## src/hw/rtl/websocket_frame_deframer_macros.svh

```systemverilog
// Assertion macros used by the deframer core (wsd_core).
`ifndef WEBSOCKET_FRAME_DEFRAMER_MACROS_SVH
`define WEBSOCKET_FRAME_DEFRAMER_MACROS_SVH

`ifndef SYNTH

// same-cycle implication, disabled while in reset
`define WSD_ASSERT_SAME(label, clk, rst_n, ante, cons) \
    label: assert property (@(posedge clk) disable iff (!(rst_n)) (ante) |-> (cons)) \
        else $error("deframer assertion failed");

// next-cycle implication, disabled while in reset
`define WSD_ASSERT_NEXT(label, clk, rst_n, ante, cons) \
    label: assert property (@(posedge clk) disable iff (!(rst_n)) (ante) |=> (cons)) \
        else $error("deframer assertion failed");

`else

`define WSD_ASSERT_SAME(label, clk, rst_n, ante, cons)
`define WSD_ASSERT_NEXT(label, clk, rst_n, ante, cons)

`endif

`endif

```

## src/hw/rtl/wsd_pkg.sv

```systemverilog
// Types and constants of the WebSocket frame deframer.
package wsd_pkg;

    // header field codes
    localparam logic [3:0] OPC_TEXT  = 4'h1;
    localparam logic [3:0] OPC_CLOSE = 4'h8;
    localparam logic [6:0] LEN_EXT16 = 7'd126;
    localparam logic [6:0] LEN_EXT64 = 7'd127;

    // decode phase
    typedef enum logic [2:0] {
        PH_HDR0 = 3'd0,
        PH_HDR1 = 3'd1,
        PH_EXT  = 3'd2,
        PH_MASK = 3'd3,
        PH_PAY  = 3'd4,
        PH_DROP = 3'd5
    } t_phase;

    // result status
    typedef enum logic [2:0] {
        ST_OK        = 3'd0,
        ST_CLOSE     = 3'd1,
        ST_BADOP     = 3'd2,
        ST_TOOLONG   = 3'd3,
        ST_TRUNC_LEN = 3'd4,
        ST_TRUNC_MSK = 3'd5,
        ST_TRUNC_PAY = 3'd6
    } t_status;

    // one received byte beat
    typedef struct packed {
        logic [7:0] rx_byte;
        logic       buffer_end;
    } t_in_beat;

    // one result beat
    typedef struct packed {
        logic [7:0] payload_byte;
        logic       has_byte;
        logic       frame_last;
        t_status    status;
    } t_result;

endpackage

```

## src/hw/rtl/wsd_if.sv

```systemverilog
// Stream interfaces of the deframer: received bytes in, results out.
interface wsd_in_if;
    logic       valid;
    logic       ready;
    logic [7:0] rx_byte;
    logic       buffer_end;

    modport source (output valid, output rx_byte, output buffer_end, input ready);
    modport sink   (input valid, input rx_byte, input buffer_end, output ready);
endinterface

interface wsd_out_if;
    logic       valid;
    logic       ready;
    logic [7:0] payload_byte;
    logic       has_byte;
    logic       frame_last;
    logic [2:0] status;

    modport source (output valid, output payload_byte, output has_byte,
                    output frame_last, output status, input ready);
    modport sink   (input valid, input payload_byte, input has_byte,
                    input frame_last, input status, output ready);
endinterface

```

## src/hw/rtl/wsd_in_stage.sv

```systemverilog
// Input register stage: holds one received byte beat for the decoder.
module wsd_in_stage (
    input  logic              i_clk,
    input  logic              i_rst_n,
    input  logic              i_valid,
    output logic              o_ready,
    input  wsd_pkg::t_in_beat i_beat,
    output logic              o_valid,
    input  logic              i_take,
    output wsd_pkg::t_in_beat o_beat
);
    import wsd_pkg::*;

    logic     r_valid;
    t_in_beat r_beat;

    // free when empty or when the held beat leaves this cycle
    assign o_ready = !r_valid || i_take;
    assign o_valid = r_valid;
    assign o_beat  = r_beat;

    always_ff @(posedge i_clk) begin
        if (!i_rst_n) begin
            r_valid <= 1'b0;
        end else if (o_ready) begin
            r_valid <= i_valid;
        end
    end

    // payload, no reset
    always_ff @(posedge i_clk) begin
        if (o_ready && i_valid) begin
            r_beat <= i_beat;
        end
    end

endmodule

```

## src/hw/rtl/wsd_core.sv

```systemverilog
// Frame decode state and per-byte step logic.
`include "websocket_frame_deframer_macros.svh"

module wsd_core (
    input  logic              i_clk,
    input  logic              i_rst_n,
    input  logic              i_take,
    input  wsd_pkg::t_in_beat i_beat,
    output logic              o_emit,
    output wsd_pkg::t_result  o_res
);
    import wsd_pkg::*;

    t_phase      r_phase, n_phase;
    logic        r_masked, n_masked;
    logic        r_ext_cnt, n_ext_cnt;
    logic [15:0] r_rem, n_rem;
    logic [31:0] r_key, n_key;
    logic [1:0]  r_idx, n_idx;

    logic [7:0]  w_b;
    logic        w_end;
    logic [3:0]  w_opc;
    logic [6:0]  w_len7;
    logic [15:0] w_ext_rem;
    logic [15:0] w_rem_dec;
    logic [7:0]  w_key_byte;
    logic [7:0]  w_unmasked;
    logic        w_bad_op;

    assign w_b        = i_beat.rx_byte;
    assign w_end      = i_beat.buffer_end;
    assign w_opc      = w_b[3:0];
    assign w_len7     = w_b[6:0];
    assign w_ext_rem  = {r_rem[15:8], w_b};
    assign w_rem_dec  = (r_rem != 16'd0) ? (r_rem - 16'd1) : r_rem;
    assign w_key_byte = 8'(r_key >> {r_idx, 3'b000});
    assign w_unmasked = r_masked ? (w_b ^ w_key_byte) : w_b;
    assign w_bad_op   = (w_opc != OPC_TEXT);

    // next phase: any beat with buffer_end returns to the first header byte
    always_comb begin
        n_phase = r_phase;
        if (w_end) begin
            n_phase = PH_HDR0;
        end else begin
            case (r_phase)
                PH_HDR0: n_phase = w_bad_op ? PH_DROP : PH_HDR1;
                PH_HDR1: begin
                    if (w_len7 == LEN_EXT64)      n_phase = PH_DROP;
                    else if (w_len7 == LEN_EXT16) n_phase = PH_EXT;
                    else if (w_b[7])              n_phase = PH_MASK;
                    else if (w_len7 == 7'd0)      n_phase = PH_DROP;
                    else                          n_phase = PH_PAY;
                end
                PH_EXT: begin
                    if (!r_ext_cnt)               n_phase = PH_EXT;
                    else if (r_masked)            n_phase = PH_MASK;
                    else if (w_ext_rem == 16'd0)  n_phase = PH_DROP;
                    else                          n_phase = PH_PAY;
                end
                PH_MASK: begin
                    if (r_idx != 2'd3)            n_phase = PH_MASK;
                    else if (r_rem == 16'd0)      n_phase = PH_DROP;
                    else                          n_phase = PH_PAY;
                end
                PH_PAY:  n_phase = (w_rem_dec == 16'd0) ? PH_DROP : PH_PAY;
                PH_DROP: n_phase = PH_DROP;
                default: n_phase = PH_HDR0;
            endcase
        end
    end

    // result of this beat
    always_comb begin
        o_emit = 1'b0;
        o_res  = '{payload_byte: 8'd0, has_byte: 1'b0, frame_last: 1'b1, status: ST_OK};
        case (r_phase)
            PH_HDR0: begin
                if (w_opc == OPC_CLOSE) begin
                    o_emit = 1'b1;  o_res.status = ST_CLOSE;
                end else if (w_bad_op) begin
                    o_emit = 1'b1;  o_res.status = ST_BADOP;
                end else if (w_end) begin
                    o_emit = 1'b1;  o_res.status = ST_TRUNC_LEN;
                end
            end
            PH_HDR1: begin
                if (w_len7 == LEN_EXT64) begin
                    o_emit = 1'b1;  o_res.status = ST_TOOLONG;
                end else if (w_len7 == LEN_EXT16) begin
                    if (w_end) begin
                        o_emit = 1'b1;  o_res.status = ST_TRUNC_LEN;
                    end
                end else if (w_b[7]) begin
                    if (w_end) begin
                        o_emit = 1'b1;  o_res.status = ST_TRUNC_MSK;
                    end
                end else if (w_len7 == 7'd0) begin
                    o_emit = 1'b1;  o_res.status = ST_OK;
                end else if (w_end) begin
                    o_emit = 1'b1;  o_res.status = ST_TRUNC_PAY;
                end
            end
            PH_EXT: begin
                if (!r_ext_cnt) begin
                    if (w_end) begin
                        o_emit = 1'b1;  o_res.status = ST_TRUNC_LEN;
                    end
                end else if (r_masked) begin
                    if (w_end) begin
                        o_emit = 1'b1;  o_res.status = ST_TRUNC_MSK;
                    end
                end else if (w_ext_rem == 16'd0) begin
                    o_emit = 1'b1;  o_res.status = ST_OK;
                end else if (w_end) begin
                    o_emit = 1'b1;  o_res.status = ST_TRUNC_PAY;
                end
            end
            PH_MASK: begin
                if (r_idx == 2'd3) begin
                    if (r_rem == 16'd0) begin
                        o_emit = 1'b1;  o_res.status = ST_OK;
                    end else if (w_end) begin
                        o_emit = 1'b1;  o_res.status = ST_TRUNC_PAY;
                    end
                end else if (w_end) begin
                    o_emit = 1'b1;  o_res.status = ST_TRUNC_MSK;
                end
            end
            PH_PAY: begin
                o_emit = 1'b1;
                if (w_rem_dec == 16'd0) begin
                    o_res.payload_byte = w_unmasked;
                    o_res.has_byte     = 1'b1;
                end else if (w_end) begin
                    o_res.status = ST_TRUNC_PAY;
                end else begin
                    o_res.payload_byte = w_unmasked;
                    o_res.has_byte     = 1'b1;
                    o_res.frame_last   = 1'b0;
                end
            end
            default: o_emit = 1'b0;
        endcase
    end

    // header fields, key and counters
    always_comb begin
        n_masked  = r_masked;
        n_ext_cnt = r_ext_cnt;
        n_rem     = r_rem;
        n_key     = r_key;
        n_idx     = r_idx;
        case (r_phase)
            PH_HDR0: begin
                n_masked  = 1'b0;
                n_ext_cnt = 1'b0;
                n_rem     = 16'd0;
                n_key     = 32'd0;
                n_idx     = 2'd0;
            end
            PH_HDR1: begin
                n_masked = w_b[7];
                if (w_len7 == LEN_EXT16) begin
                    n_ext_cnt = 1'b0;
                end else if (w_len7 != LEN_EXT64) begin
                    n_rem = {9'd0, w_len7};
                    n_idx = 2'd0;
                end
            end
            PH_EXT: begin
                if (!r_ext_cnt) begin
                    n_rem     = {w_b, 8'd0};
                    n_ext_cnt = 1'b1;
                end else begin
                    n_rem     = w_ext_rem;
                    n_ext_cnt = 1'b0;
                    if (r_masked) begin
                        n_idx = 2'd0;
                    end
                end
            end
            PH_MASK: begin
                n_key = r_key | ({24'd0, w_b} << {r_idx, 3'b000});
                n_idx = r_idx + 2'd1;
            end
            PH_PAY: begin
                n_rem = w_rem_dec;
                n_idx = r_idx + 2'd1;
            end
            default: n_idx = r_idx;
        endcase
    end

    always_ff @(posedge i_clk) begin
        if (!i_rst_n) begin
            r_phase   <= PH_HDR0;
            r_masked  <= 1'b0;
            r_ext_cnt <= 1'b0;
            r_idx     <= 2'd0;
            r_rem     <= 16'd0;
            r_key     <= 32'd0;
        end else if (i_take) begin
            r_phase   <= n_phase;
            r_masked  <= n_masked;
            r_ext_cnt <= n_ext_cnt;
            r_idx     <= n_idx;
            r_rem     <= n_rem;
            r_key     <= n_key;
        end
    end

    // payload bytes only come out of the payload phase
    `WSD_ASSERT_SAME(a_byte_in_payload, i_clk, i_rst_n,
        i_take && o_emit && o_res.has_byte, r_phase == PH_PAY)
    // error and close results carry no byte and end the frame
    `WSD_ASSERT_SAME(a_err_is_last, i_clk, i_rst_n,
        i_take && o_emit && (o_res.status != ST_OK), o_res.frame_last && !o_res.has_byte)
    // a buffer end always rearms the header decode
    `WSD_ASSERT_NEXT(a_end_rearms, i_clk, i_rst_n,
        i_take && w_end, r_phase == PH_HDR0)

endmodule

```

## src/hw/rtl/wsd_out_stage.sv

```systemverilog
// Result register stage: holds one result beat until the consumer takes it.
module wsd_out_stage (
    input  logic             i_clk,
    input  logic             i_rst_n,
    output logic             o_ready,
    input  logic             i_load,
    input  wsd_pkg::t_result i_res,
    output logic             o_valid,
    input  logic             i_ready,
    output wsd_pkg::t_result o_res
);
    import wsd_pkg::*;

    logic    r_valid;
    t_result r_res;

    // free when empty or when the held result leaves this cycle
    assign o_ready = !r_valid || i_ready;
    assign o_valid = r_valid;
    assign o_res   = r_res;

    always_ff @(posedge i_clk) begin
        if (!i_rst_n) begin
            r_valid <= 1'b0;
        end else if (o_ready) begin
            r_valid <= i_load;
        end
    end

    // payload, no reset
    always_ff @(posedge i_clk) begin
        if (o_ready && i_load) begin
            r_res <= i_res;
        end
    end

endmodule

```

## src/hw/rtl/websocket_frame_deframer.sv

```systemverilog
// WebSocket frame deframer top level: decodes the first frame of each received buffer,
// taking one byte beat per cycle. A byte passes an input register, the decode step and a
// result register, which holds its result until the consumer takes it, and bytes
// are accepted every cycle as long as the result side keeps taking beats; the result
// register is the only point of backpressure. Only text frames are decoded: close and
// other opcodes, a 64-bit length code and early buffer ends each give one status beat
// with frame_last set. Payload bytes are unmasked and streamed as they arrive, so on a
// truncated payload status the consumer must discard the bytes already received.
module websocket_frame_deframer (
    input  logic       i_clk,
    input  logic       i_rst_n,
    wsd_in_if.sink     i_rx,
    wsd_out_if.source  o_frm
);
    import wsd_pkg::*;

    t_in_beat w_in_beat;
    t_in_beat w_dec_beat;
    t_result  w_dec_res;
    t_result  w_out_res;
    logic     w_dec_valid;
    logic     w_dec_emit;
    logic     w_out_free;
    logic     w_take;

    assign w_in_beat = '{rx_byte: i_rx.rx_byte, buffer_end: i_rx.buffer_end};
    assign w_take    = w_dec_valid && w_out_free;

    wsd_in_stage u_in (
        .i_clk   (i_clk),
        .i_rst_n (i_rst_n),
        .i_valid (i_rx.valid),
        .o_ready (i_rx.ready),
        .i_beat  (w_in_beat),
        .o_valid (w_dec_valid),
        .i_take  (w_take),
        .o_beat  (w_dec_beat)
    );

    wsd_core u_core (
        .i_clk   (i_clk),
        .i_rst_n (i_rst_n),
        .i_take  (w_take),
        .i_beat  (w_dec_beat),
        .o_emit  (w_dec_emit),
        .o_res   (w_dec_res)
    );

    wsd_out_stage u_out (
        .i_clk   (i_clk),
        .i_rst_n (i_rst_n),
        .o_ready (w_out_free),
        .i_load  (w_take && w_dec_emit),
        .i_res   (w_dec_res),
        .o_valid (o_frm.valid),
        .i_ready (o_frm.ready),
        .o_res   (w_out_res)
    );

    assign o_frm.payload_byte = w_out_res.payload_byte;
    assign o_frm.has_byte     = w_out_res.has_byte;
    assign o_frm.frame_last   = w_out_res.frame_last;
    assign o_frm.status       = w_out_res.status;

endmodule

```

## src/flat_wrapper.sv

```systemverilog
// flat-port wrapper written by rule: the top's interface ports become plain ports
module websocket_frame_deframer_flat import wsd_pkg::*;
  (i_clk, i_rst_n, i_rx_valid, i_rx_rx_byte, i_rx_buffer_end, i_rx_ready, o_frm_valid, o_frm_payload_byte, o_frm_has_byte, o_frm_frame_last, o_frm_status, o_frm_ready);
  wsd_in_if i_rx_i ();
  wsd_out_if o_frm_i ();
  input  logic i_clk;
  input  logic i_rst_n;
  input wire logic [$bits(i_rx_i.valid)-1:0] i_rx_valid;
  input wire logic [$bits(i_rx_i.rx_byte)-1:0] i_rx_rx_byte;
  input wire logic [$bits(i_rx_i.buffer_end)-1:0] i_rx_buffer_end;
  output wire logic [$bits(i_rx_i.ready)-1:0] i_rx_ready;
  output wire logic [$bits(o_frm_i.valid)-1:0] o_frm_valid;
  output wire logic [$bits(o_frm_i.payload_byte)-1:0] o_frm_payload_byte;
  output wire logic [$bits(o_frm_i.has_byte)-1:0] o_frm_has_byte;
  output wire logic [$bits(o_frm_i.frame_last)-1:0] o_frm_frame_last;
  output wire logic [$bits(o_frm_i.status)-1:0] o_frm_status;
  input wire logic [$bits(o_frm_i.ready)-1:0] o_frm_ready;
  assign i_rx_i.valid = i_rx_valid;
  assign i_rx_i.rx_byte = i_rx_rx_byte;
  assign i_rx_i.buffer_end = i_rx_buffer_end;
  assign i_rx_ready = i_rx_i.ready;
  assign o_frm_valid = o_frm_i.valid;
  assign o_frm_payload_byte = o_frm_i.payload_byte;
  assign o_frm_has_byte = o_frm_i.has_byte;
  assign o_frm_frame_last = o_frm_i.frame_last;
  assign o_frm_status = o_frm_i.status;
  assign o_frm_i.ready = o_frm_ready;
  websocket_frame_deframer u_core (.i_clk(i_clk), .i_rst_n(i_rst_n), .i_rx(i_rx_i), .o_frm(o_frm_i));
endmodule
```

## config.mk

```make
export PLATFORM = sky130hd
export DESIGN_NAME = websocket_frame_deframer_flat
export DESIGN_NICKNAME = d
export VERILOG_FILES = /design/src/hw/rtl/wsd_pkg.sv /design/src/hw/rtl/wsd_if.sv /design/src/hw/rtl/wsd_in_stage.sv /design/src/hw/rtl/wsd_core.sv /design/src/hw/rtl/wsd_out_stage.sv /design/src/hw/rtl/websocket_frame_deframer.sv /design/src/flat_wrapper.sv
export VERILOG_INCLUDE_DIRS = /design/src /design/src/hw/rtl
export SDC_FILE = /design/constraint.sdc
export NUM_CORES = 1
export LEC_CHECK = 0
export BUFFER_PORTS_ARGS = -buffer_cell sky130_fd_sc_hd__buf_2
export CORE_AREA = 2 2 65 112
export CTS_CLUSTER_SIZE = 14
export DETAILED_ROUTE_END_ITERATION = 7
export DIE_AREA = 0 0 67 114
export HOLD_SLACK_MARGIN = 0.02
export PLACE_DENSITY = 0.82
export SYNTH_ARGS = -nofsm -noshare
export SYNTH_HDL_FRONTEND = slang
export SYNTH_HIERARCHICAL = 1
export SYNTH_SLANG_ARGS = --single-unit
```

## constraint.sdc

```tcl
create_clock -name i_clk -period 6.2 [get_ports i_clk]
set_input_delay 0 -clock i_clk [delete_from_list [all_inputs] [get_ports i_clk]]
set_output_delay 0 -clock i_clk [all_outputs]
set_load 0.1 [all_outputs]
```

# Word-level counts from Yosys, hierarchy flattened
# Index checks and enable logic that the tools add are counted.
classes:
  add_sub_neg: 2
  eq_ne: 18
  shift: 2
  mux: 60
  n_bitwise: 3
  reduce_logical: 27
ops:
  columns: ["cell", "count"]
  rows:
  - ["3-bit 2-to-1 mux", 23]
  - ["16-bit 2-to-1 mux", 4]
  - ["16-bit case mux with 4 select lines", 1]
  - ["32-bit case mux with 2 select lines", 1]
  - ["16-bit zero test", 3]
  - ["32-bit OR", 1]
  - ["8-bit by 5-bit << shifter with 32-bit output", 1]
  - ["32-bit by 5-bit right shift with 8-bit output", 1]
  - ["1-bit 2-to-1 mux", 18]
  - ["3-bit case mux with 6 select lines", 1]
  - ["16-bit nonzero test", 1]
  - ["16-bit by 1-bit subtractor with 16-bit output, second input constant", 1]
  - ["3-bit case mux with 5 select lines", 1]
  - ["7-bit equality test, second input constant", 2]
  - ["2-bit != test, second input constant", 7]
  - ["10-bit 2-to-1 mux", 1]
  - ["9-bit 2-to-1 mux", 1]
  - ["2-bit 2-to-1 mux", 4]
  - ["8-bit 2-to-1 mux", 1]
  - ["2-bit case mux with 4 select lines", 1]
  - ["4-bit nonzero test", 2]
  - ["8-bit bitwise XOR", 1]
  - ["7-bit zero test", 1]
  - ["7-bit != test, second input constant", 1]
  - ["23 further kinds", 33]
totals:
  ff_bits: 79
  inputBits: 13
  output_inout_bits: 15
  elab_cells: 127

# Depth between registers and ports, before layout
# Gate-level depths: netlist of the first run.
logic_depth:
  word_depth: 8
  depth_mapped: 12
  mapped_depth_nobuf: 10

# By module
# Netlist of the first run, hierarchy kept.
modules_own_cells:
  columns: ["mod", "n_inst", "cells_per_inst", "area_per_inst_um2"]
  rows:
  - ["wsd_core", 1, 455, 3448.3]
  - ["wsd_out_stage", 1, 18, 447.9]
  - ["wsd_in_stage", 1, 14, 327.8]
  - ["websocket_frame_deframer", 1, 2, 12.5]

# Least setup slack after synthesis of the first run
# Ideal clock, no wire load.
synth_path:
  path_kind: "reg-to-reg"
  startpoint: "register u_core.u_core.r_rem[0]"
  endpoint: "register u_core.u_out.r_res, in the netlist u_core/u_out/o_res[10], data pin"
  setup_ps: 267
  arrival_ps: 2167
  path_slack_ps: 3767
  path_stages_with_launch: 10
  synth_period_minus_slack_ps: 2433
  cell_sequence: "dfxtp_1 -> buf_6 -> inv_1 -> ha_1 -> or3b_1 -> or3_1 -> o21ai_1 -> nor4_1 -> a21oi_2 -> nor2_1"
synth_between:
  elab_chain_cells: 4
  word_cells_on_any_way: 5
synth_rtl:
  columns: ["element", "line_no", "rtl"]
  rows:
  - ["start: declaration", "wsd_core.sv:17", "logic [15:0] r_rem, n_rem;"]
  - ["start signal: assignment", "wsd_core.sv:209", "r_rem <= n_rem;"]
  - ["16-bit by 1-bit subtractor with 16-bit output or 16-bit nonzero test (tied branches)", "wsd_core.sv:36", "assign w_rem_dec = (r_rem != 16'd0) ? (r_rem - 16'd1) : r_rem;"]
  - ["16-bit 2-to-1 mux (*)", "wsd_core.sv:36", null]
  - ["16-bit zero test (*)", "wsd_core.sv:133", "if (w_rem_dec == 16'd0) begin"]
  - ["9-bit 2-to-1 mux (*)", "wsd_core.sv:133", null]
  - ["end signal: assignment", "wsd_out_stage.sv:33", "r_res <= i_res;"]
  - ["end: declaration", "wsd_out_stage.sv:15", "t_result r_res;"]
# Every way passes the cells marked *; elsewhere a longest branch is shown, timed or not.
# A chain may end at the register's enable or synchronous reset.

# Final worst setup path of the first run
layout_path:
  startpoint: "register u_core.u_core.r_rem[0]"
  endpoint: "register u_core.u_out.r_res, in the netlist u_core/u_out/o_res[6], data pin"
# Same word-level chain as after synthesis.

==> flow_metrics.env, run 1 <==
export IMPL_status="complete, no violations"
export IMPL_p_per_area_nw_per_um2=275
export IMPL_synth_nets=505
export IMPL_pwr_share_seq_pct=43.7
export IMPL_fmax_mhz=364
export IMPL_synth_top_flop_cell="dfxtp_1"
export IMPL_netlist_area_um2=4240
export IMPL_place_worst_setup_slack_ps=3500
export IMPL_cp_top_family="simple AND/OR/NAND/NOR gates"
export IMPL_hp_start="i_rst_n"
export IMPL_setup_slack_ps=3450
export IMPL_final_setup_tns_ps=0
export IMPL_grt_pass1_vias=3921
export IMPL_grt_pass1_wl_mm=19.4
export IMPL_cts_max_level=3
export IMPL_syn_instance_count=489
export IMPL_worstPathArrival_ps=2830
export IMPL_overflow=0
export IMPL_place_congestion=0.986
export IMPL_synth_edff_count=22
export IMPL_fp_coreArea_um2=6810
export IMPL_port_buffers=27
export IMPL_hpwl_mm=8.33
export IMPL_antenna_found_initial=0
export IMPL_yosysWarnings=6
export IMPL_min_path_cells=3
export IMPL_drtIter0Drc=310
export IMPL_cts_root_buf="clkbuf_16"
export IMPL_dieArea_um2=7640
export IMPL_dieHeight_um=114
export IMPL_netlist_top_cells_area="dfxtp_1, edfxtp_1, nor2_1"
export IMPL_layout_cells_most_common="nor2_1"
export IMPL_combPwrFrac_pct=12.4
export IMPL_worstSetupPathType="flop to flop"
export IMPL_yosysUniqueCellTypes=71
export IMPL_worstRegToRegCells=8
export IMPL_setup_viol=0
export IMPL_rsz0062_at_grt="false"
export IMPL_critPathMaxStageDelay_ps=470
export IMPL_worst_path_max_delay_cell="or3b_1"
export IMPL_final_cell_mix="nor2_1, dfxtp_1, a21oi_1, nand2_1, buf_2"
export IMPL_viasPerCell=6.57
export IMPL_cts_tree="done"
export IMPL_cts_reportedPaths_clkPinSlew_ps=70
export IMPL_power_net_switching_mw=0.362
export IMPL_fin_crit_ps=2750
export IMPL_switching_share_pct=27.4
export IMPL_grt_use_total_pct=34.6
export IMPL_postCtsSetupRepairBufs=0
export IMPL_postLayoutCellArea_um2=4810
export IMPL_min_delay_worst_endpoint="u_core/u_core/r_rem[14]$_SDFFE_PN0P_"
export IMPL_ant_nets=0
export IMPL_ys_ff_latch=79
export IMPL_async_flop_share_pct=0
export IMPL_dr_total_vias=3896
export IMPL_skew_ps=10.7
export IMPL_placed_area_um2=4370
export IMPL_r2r_start="u_core/u_core/r_rem[0]$_SDFFE_PN0P_"
export IMPL_crit_path_end_kind="flop"
export IMPL_rows=40
export IMPL_path_buf_inv=1
export IMPL_rrSetupSlack_ps=3450
export IMPL_drive_gt1_share_pct=13.6
export IMPL_vdd_drop_max_mv=0.289
export IMPL_critPathRequiredTime_ps=6290
export IMPL_p_clk_share_pct=44.0
export IMPL_hold_ws_ps=62.1
export IMPL_routedWlPerCell_um=20.2
export IMPL_cp_cell_sequence="inv_1 -> ha_1 -> or3b_1 -> or3_1 -> o21ai_1 -> nor4_1 -> a21oi_2 -> nor2_1"
export IMPL_cts_made_buffers=9
export IMPL_io_pins=28
export IMPL_power_mw=1.32
export IMPL_routed_wl_mm=12.0
export IMPL_final_hold_viol_count=0
export IMPL_cap_violations=0
export IMPL_r2r_end="u_core/u_out/o_res[6]$_DFFE_PP_"
export IMPL_min_period_over_period_pct=44.3
export IMPL_synth_top_cell_area_share_pct=26.9
export IMPL_worst_pin_slew_ps=1140
export IMPL_p_int_mw=0.961
export IMPL_clockBufferDepth=2
export IMPL_drc=0
export IMPL_yosys_area_top_type="dfxtp_1"
export IMPL_start_util_pct=62.2
export IMPL_clkLatencyLatePin_ps=350
export IMPL_max_slew_margin_pct=23.8
export IMPL_syn_area_per_cell_um2=8.66
export IMPL_nNetsFinal=520
export IMPL_cts_sinks=79
export IMPL_die_width_um=67
export IMPL_dr_pass1_iters=5
export IMPL_hp_class="input pin to flop"
export IMPL_startpoint_type="flop"
export IMPL_slew_violations=0
export IMPL_grt_max_degree=33
export IMPL_diodes=0
export IMPL_ys_seq_area_share_pct=42.5
export IMPL_p_leak_nw=1.79
export IMPL_critPathMaxFanout=9
export IMPL_synthToLayoutAreaGrowth_pct=13.6
==> flip-flops by register name, indices dropped and copies added (netlist names) <==
| signal | cells |
|---|---|
| u_core/u_out/o_valid | 1 |
| u_core/u_core/r_ext_cnt | 1 |
| u_core/u_out/o_res | 13 |
| u_core/u_core/r_rem | 16 |
| u_core/u_core/r_idx | 2 |
| u_core/u_core/r_phase | 3 |
| u_core/u_core/r_masked | 1 |
| u_core/u_core/r_key | 32 |
| u_core/u_in/o_beat | 9 |
| u_core/u_in/o_valid | 1 |
==> tightest hold or removal path, delay by kind of cell <==
kind / cells / cell delay (ps)
and+or+nand+nor: 1 / 40
AOI/OAI and AO/OA: 1 / 120
buffers and inverters: 1 / 200
==> kinds of logic after synthesis <==
| group | synth area share, % |
|---|---|
| AND/OR/NAND/NOR | 24.0 |
| AO/OA/AOI/OAI | 20.3 |
| flip-flops | 42.5 |
| buffers and inverters | 4.19 |
| XOR/XNOR | 3.10 |
| multiplexers | 5.02 |
| adder cells (fa/ha/maj) | 0.886 |
==> layout make-up <==
cell class,instances,area [um2]
clock inverters,4,56.3
repair buffers,41,268
clock buffers,12,279
flip-flops and latches,79,1800
inverters,8,30.0
multi-input cells,365,2270
well taps,84,105
fillers,559,2000
==> power by group through the flow <==
stage	clock network, mW	logic (mW)	registers (mW)
final	0.582	0.163	0.578
after global routing	0.609	0.174	0.579
after CTS	0.591	0.161	0.576
after detailed placement	0	0.155	0.587
after global placement	0	0.153	0.587
after floorplan	0	0.0918	0.609
==> Yosys cell counts (all sizes together) (3+ instances only) <==
| master | number |
|---|---|
| mux4 | 8 |
| and4 | 3 |
| nor3 | 12 |
| xor2 | 11 |
| edfxtp | 22 |
| and2 | 8 |
| nor2 | 76 |
| dfxtp | 57 |
| o31ai | 4 |
| clkbuf | 33 |
| a31oi | 3 |
| ha | 3 |
| and3 | 8 |
| a32o | 3 |
| o21a | 3 |
| xnor2 | 4 |
| o211ai | 3 |
| a21boi | 4 |
| nor2b | 3 |
| nand3 | 12 |
| a21oi | 56 |
| a22o | 3 |
| o21ai | 27 |
| or3 | 7 |
| a22oi | 7 |
| or4 | 3 |
| a222oi | 3 |
| nand2 | 36 |
| nand4 | 4 |
| nand2b | 9 |
| buf | 4 |
| nor4 | 10 |
| inv | 7 |
==> worst max-delay path by stage <==
stage	start	depth (start not counted)	slack [ps]	end
floorplan	u_core/u_core/r_rem[0]$_SDFFE_PN0P_	9	3770	u_core/u_out/o_res[10]$_DFFE_PP_
global placement	u_core/u_core/r_rem[0]$_SDFFE_PN0P_	8	3580	u_core/u_out/o_res[7]$_DFFE_PP_
detailed placement	u_core/u_core/r_rem[0]$_SDFFE_PN0P_	8	3500	u_core/u_out/o_res[6]$_DFFE_PP_
CTS	u_core/u_core/r_rem[0]$_SDFFE_PN0P_	8	3480	u_core/u_out/o_res[6]$_DFFE_PP_
global route	u_core/u_core/r_rem[0]$_SDFFE_PN0P_	8	3270	u_core/u_out/o_res[11]$_DFFE_PP_
finish	u_core/u_core/r_rem[0]$_SDFFE_PN0P_	8	3450	u_core/u_out/o_res[6]$_DFFE_PP_
==> metal layers <==
layer	global-route usage (%)	wire length [um]
met1	36.3	4190
met2	57.4	6210
met3	7.99	707
met4	27.3	861
met5	0	0
==> metrics by stage <==
stage          util [%]  std cells
2_1_floorplan         -        489
3_3_place_gp       64.1        566
3_5_place_dp       64.1        566
4_1_cts            70.7        593
5_1_grt            70.7        593
6_report           70.7        593
==> what timing repair did <==
item,4_1_cts,5_1_grt
hold endpoints to repair,11,0
hold buffers,11,0
gates resized for setup,0,0
Power figures use the tool's default switching activity.
==> run 2: changes to the inputs <==
--- a/config.mk
+++ b/config.mk
@@ -7,12 +7,12 @@
 export NUM_CORES = 1
 export LEC_CHECK = 0
 export BUFFER_PORTS_ARGS = -buffer_cell sky130_fd_sc_hd__buf_2
-export CORE_AREA = 2 2 65 112
+export CORE_AREA = 2 2 66 116
 export CTS_CLUSTER_SIZE = 14
 export DETAILED_ROUTE_END_ITERATION = 7
-export DIE_AREA = 0 0 67 114
+export DIE_AREA = 0 0 68 118
 export HOLD_SLACK_MARGIN = 0.02
-export PLACE_DENSITY = 0.82
+export PLACE_DENSITY = 0.79
 export SYNTH_ARGS = -nofsm -noshare
 export SYNTH_HDL_FRONTEND = slang
 export SYNTH_HIERARCHICAL = 1
==> constraint.sdc (replaced) <==
create_clock -name i_clk -period 2.55 [get_ports i_clk]
set_input_delay 0 -clock i_clk [delete_from_list [all_inputs] [get_ports i_clk]]
set_output_delay 0 -clock i_clk [all_outputs]
set_load 0.1 [all_outputs]
==> flow_metrics.env, run 2 (synthesis gave the netlist of run 1 again) <==
export IMPL_dieHeight_um=118
export IMPL_multi_input_area_um2=2330
export IMPL_dr_pass1_iters=6
export IMPL_critPathMaxStageDelay_ps=570
export IMPL_die_width_um=68
export IMPL_rrSetupSlack_ps=60
export IMPL_cap_violations=0
export IMPL_fin_crit_ps=2490
export IMPL_nNetsFinal=556
export IMPL_cts_tree="done"
export IMPL_grt_max_degree=33
export IMPL_grt_pass1_wl_mm=19.3
export IMPL_startpoint_type="flop"
export IMPL_crit_path_end_kind="flop"
export IMPL_hold_ws_ps=64.4
export IMPL_worst_path_max_delay_cell="or4_4"
export IMPL_vdd_drop_max_mv=0.561
export IMPL_setup_slack_ps=64.5
export IMPL_path_buf_inv=0
export IMPL_final_cells=631
export IMPL_port_buffers=27
export IMPL_power_mw=3.05
export IMPL_cts_root_buf="clkbuf_16"
export IMPL_worstPathArrival_ps=2570
export IMPL_final_cell_mix="nor2_1, a21oi_1, dfxtp_1, buf_4, nand2_1"
export IMPL_cp_cell_sequence="or4_4 -> or3_1 -> o21a_1 -> nor4_4 -> a21boi_1 -> o311a_1"
export IMPL_cts_max_level=3
export IMPL_worstRegToRegCells=6
export IMPL_worstSetupPathType="flop to flop"
export IMPL_grt_pass1_vias=3961
export IMPL_final_setup_tns_ps=0
export IMPL_clockBufferDepth=2
export IMPL_postLayoutCellArea_um2=5110
export IMPL_skew_ps=6.13
export IMPL_hp_start="i_rst_n"
export IMPL_cts_reportedPaths_clkPinSlew_ps=60
export IMPL_placed_area_um2=4640
export IMPL_critPathRequiredTime_ps=2630
export IMPL_drc=0
export IMPL_setup_viol=0
export IMPL_place_worst_setup_slack_ps=28.3
export IMPL_cts_sinks=79
export IMPL_cts_made_buffers=9
export IMPL_start_util_pct=59.8
export IMPL_viasPerCell=6.51
export IMPL_p_per_area_nw_per_um2=598
export IMPL_fmax_mhz=402
export IMPL_synthToLayoutAreaGrowth_pct=20.5
export IMPL_critPathMaxFanout=6
export IMPL_slew_violations=0
export IMPL_hp_class="input pin to flop"
export IMPL_ant_nets=0
export IMPL_final_core_util_pct=72.1
export IMPL_cp_top_family="simple AND/OR/NAND/NOR gates"
export IMPL_place_congestion=0.972
export IMPL_postCtsSetupRepairBufs=0
export IMPL_min_delay_worst_endpoint="u_core/u_core/r_rem[14]$_SDFFE_PN0P_"
export IMPL_regArea_um2=1800
export IMPL_layout_cells_most_common="nor2_1"
export IMPL_rows=41
export IMPL_dieArea_um2=8020
export IMPL_drtIter0Drc=377
export IMPL_final_hold_viol_count=0
export IMPL_fp_coreArea_um2=7080
export IMPL_dp_cells=604
export IMPL_routed_wl_mm=12.5
export IMPL_overflow=0
export IMPL_grt_use_total_pct=32.7
export IMPL_io_pins=28
export IMPL_status="complete, no violations"
export IMPL_max_slew_margin_pct=22.0
export IMPL_drive_gt1_share_pct=22.0
export IMPL_worst_pin_slew_ps=1160
export IMPL_diodes=0
export IMPL_p_leak_nw=1.96
export IMPL_fillCellCount=560
export IMPL_dr_total_vias=4106
export IMPL_largest_reg_flops=32
export IMPL_clkLatencyLatePin_ps=330
export IMPL_r2r_start="u_core/u_core/r_rem[0]$_SDFFE_PN0P_"
export IMPL_hpwl_mm=8.90
export IMPL_critical_path_depth=6
export IMPL_largest_register="u_core/u_core/r_key"
export IMPL_routedWlPerCell_um=19.9
export IMPL_min_period_over_period_pct=97.5
export IMPL_antenna_found_initial=0
export IMPL_r2r_end="u_core/u_out/o_res[2]$_DFFE_PP_"
export IMPL_min_path_cells=3
## run 2: cell count changes in the layout (fill, tap and decap cells not counted), sizes merged
| cell | before | now |
|---|---|---|
| buf | 30 | 66 |
| bufinv | 1 | 0 |
| clkbuf | 12 | 11 |
| clkinv | 2 | 3 |
| clkinvlp | 0 | 1 |
## run 2: routing by layer
layer	GRT usage, %	wire (um)	up-vias
li1	-	-	1886
met1	33.5	4150	1925
met2	56.1	6630	222
met3	5.74	725	73
met4	23.8	1020	0
met5	0	0	-
## run 2: area by class of cell
type	count	share of cell area [%]
multi-input cells	365	45.6
repair buffers	77	10.6
inverters	8	0.588
flip-flops and latches	79	35.3
clock buffers	11	4.95
clock inverters	5	0.784
well taps	86	2.11
## run 2: what timing repair did
action,4_1_cts,5_1_grt
hold buffers,11,0
endpoints found under the hold margin,11,0
setup endpoints to repair,0,25
resized for setup,0,17
## run 2: worst max-delay path by stage
| stage | start | to |
|---|---|---|
| global route | u_core/u_core/r_rem[0]$_SDFFE_PN0P_ | u_core/u_out/o_res[2]$_DFFE_PP_ |
| CTS | u_core/u_core/r_rem[0]$_SDFFE_PN0P_ | u_core/u_out/o_res[2]$_DFFE_PP_ |
| finish | u_core/u_core/r_rem[0]$_SDFFE_PN0P_ | u_core/u_out/o_res[2]$_DFFE_PP_ |
| floorplan | u_core/u_core/r_rem[0]$_SDFFE_PN0P_ | u_core/u_out/o_res[10]$_DFFE_PP_ |
| detailed placement | u_core/u_core/r_rem[0]$_SDFFE_PN0P_ | u_core/u_out/o_res[2]$_DFFE_PP_ |
| global placement | u_core/u_in/o_beat[7]$_DFFE_PP_ | u_core/u_out/o_res[10]$_DFFE_PP_ |
## run 2: worst register-to-register path, delay by kind of cell (launching register included)
kind	cells	cell delay [ps]
compound gates	3	660
flops	1	350
simple gates	3	1230
## run 2: report_power, final
group          internal [mW]  switching [mW]  leakage (nW)  total, mW
Clock                  0.719           0.499         0.143       1.22
Sequential              1.33          0.0312         0.671       1.36
Combinational          0.143           0.328          1.14      0.471
Total                   2.20           0.858          1.96       3.05
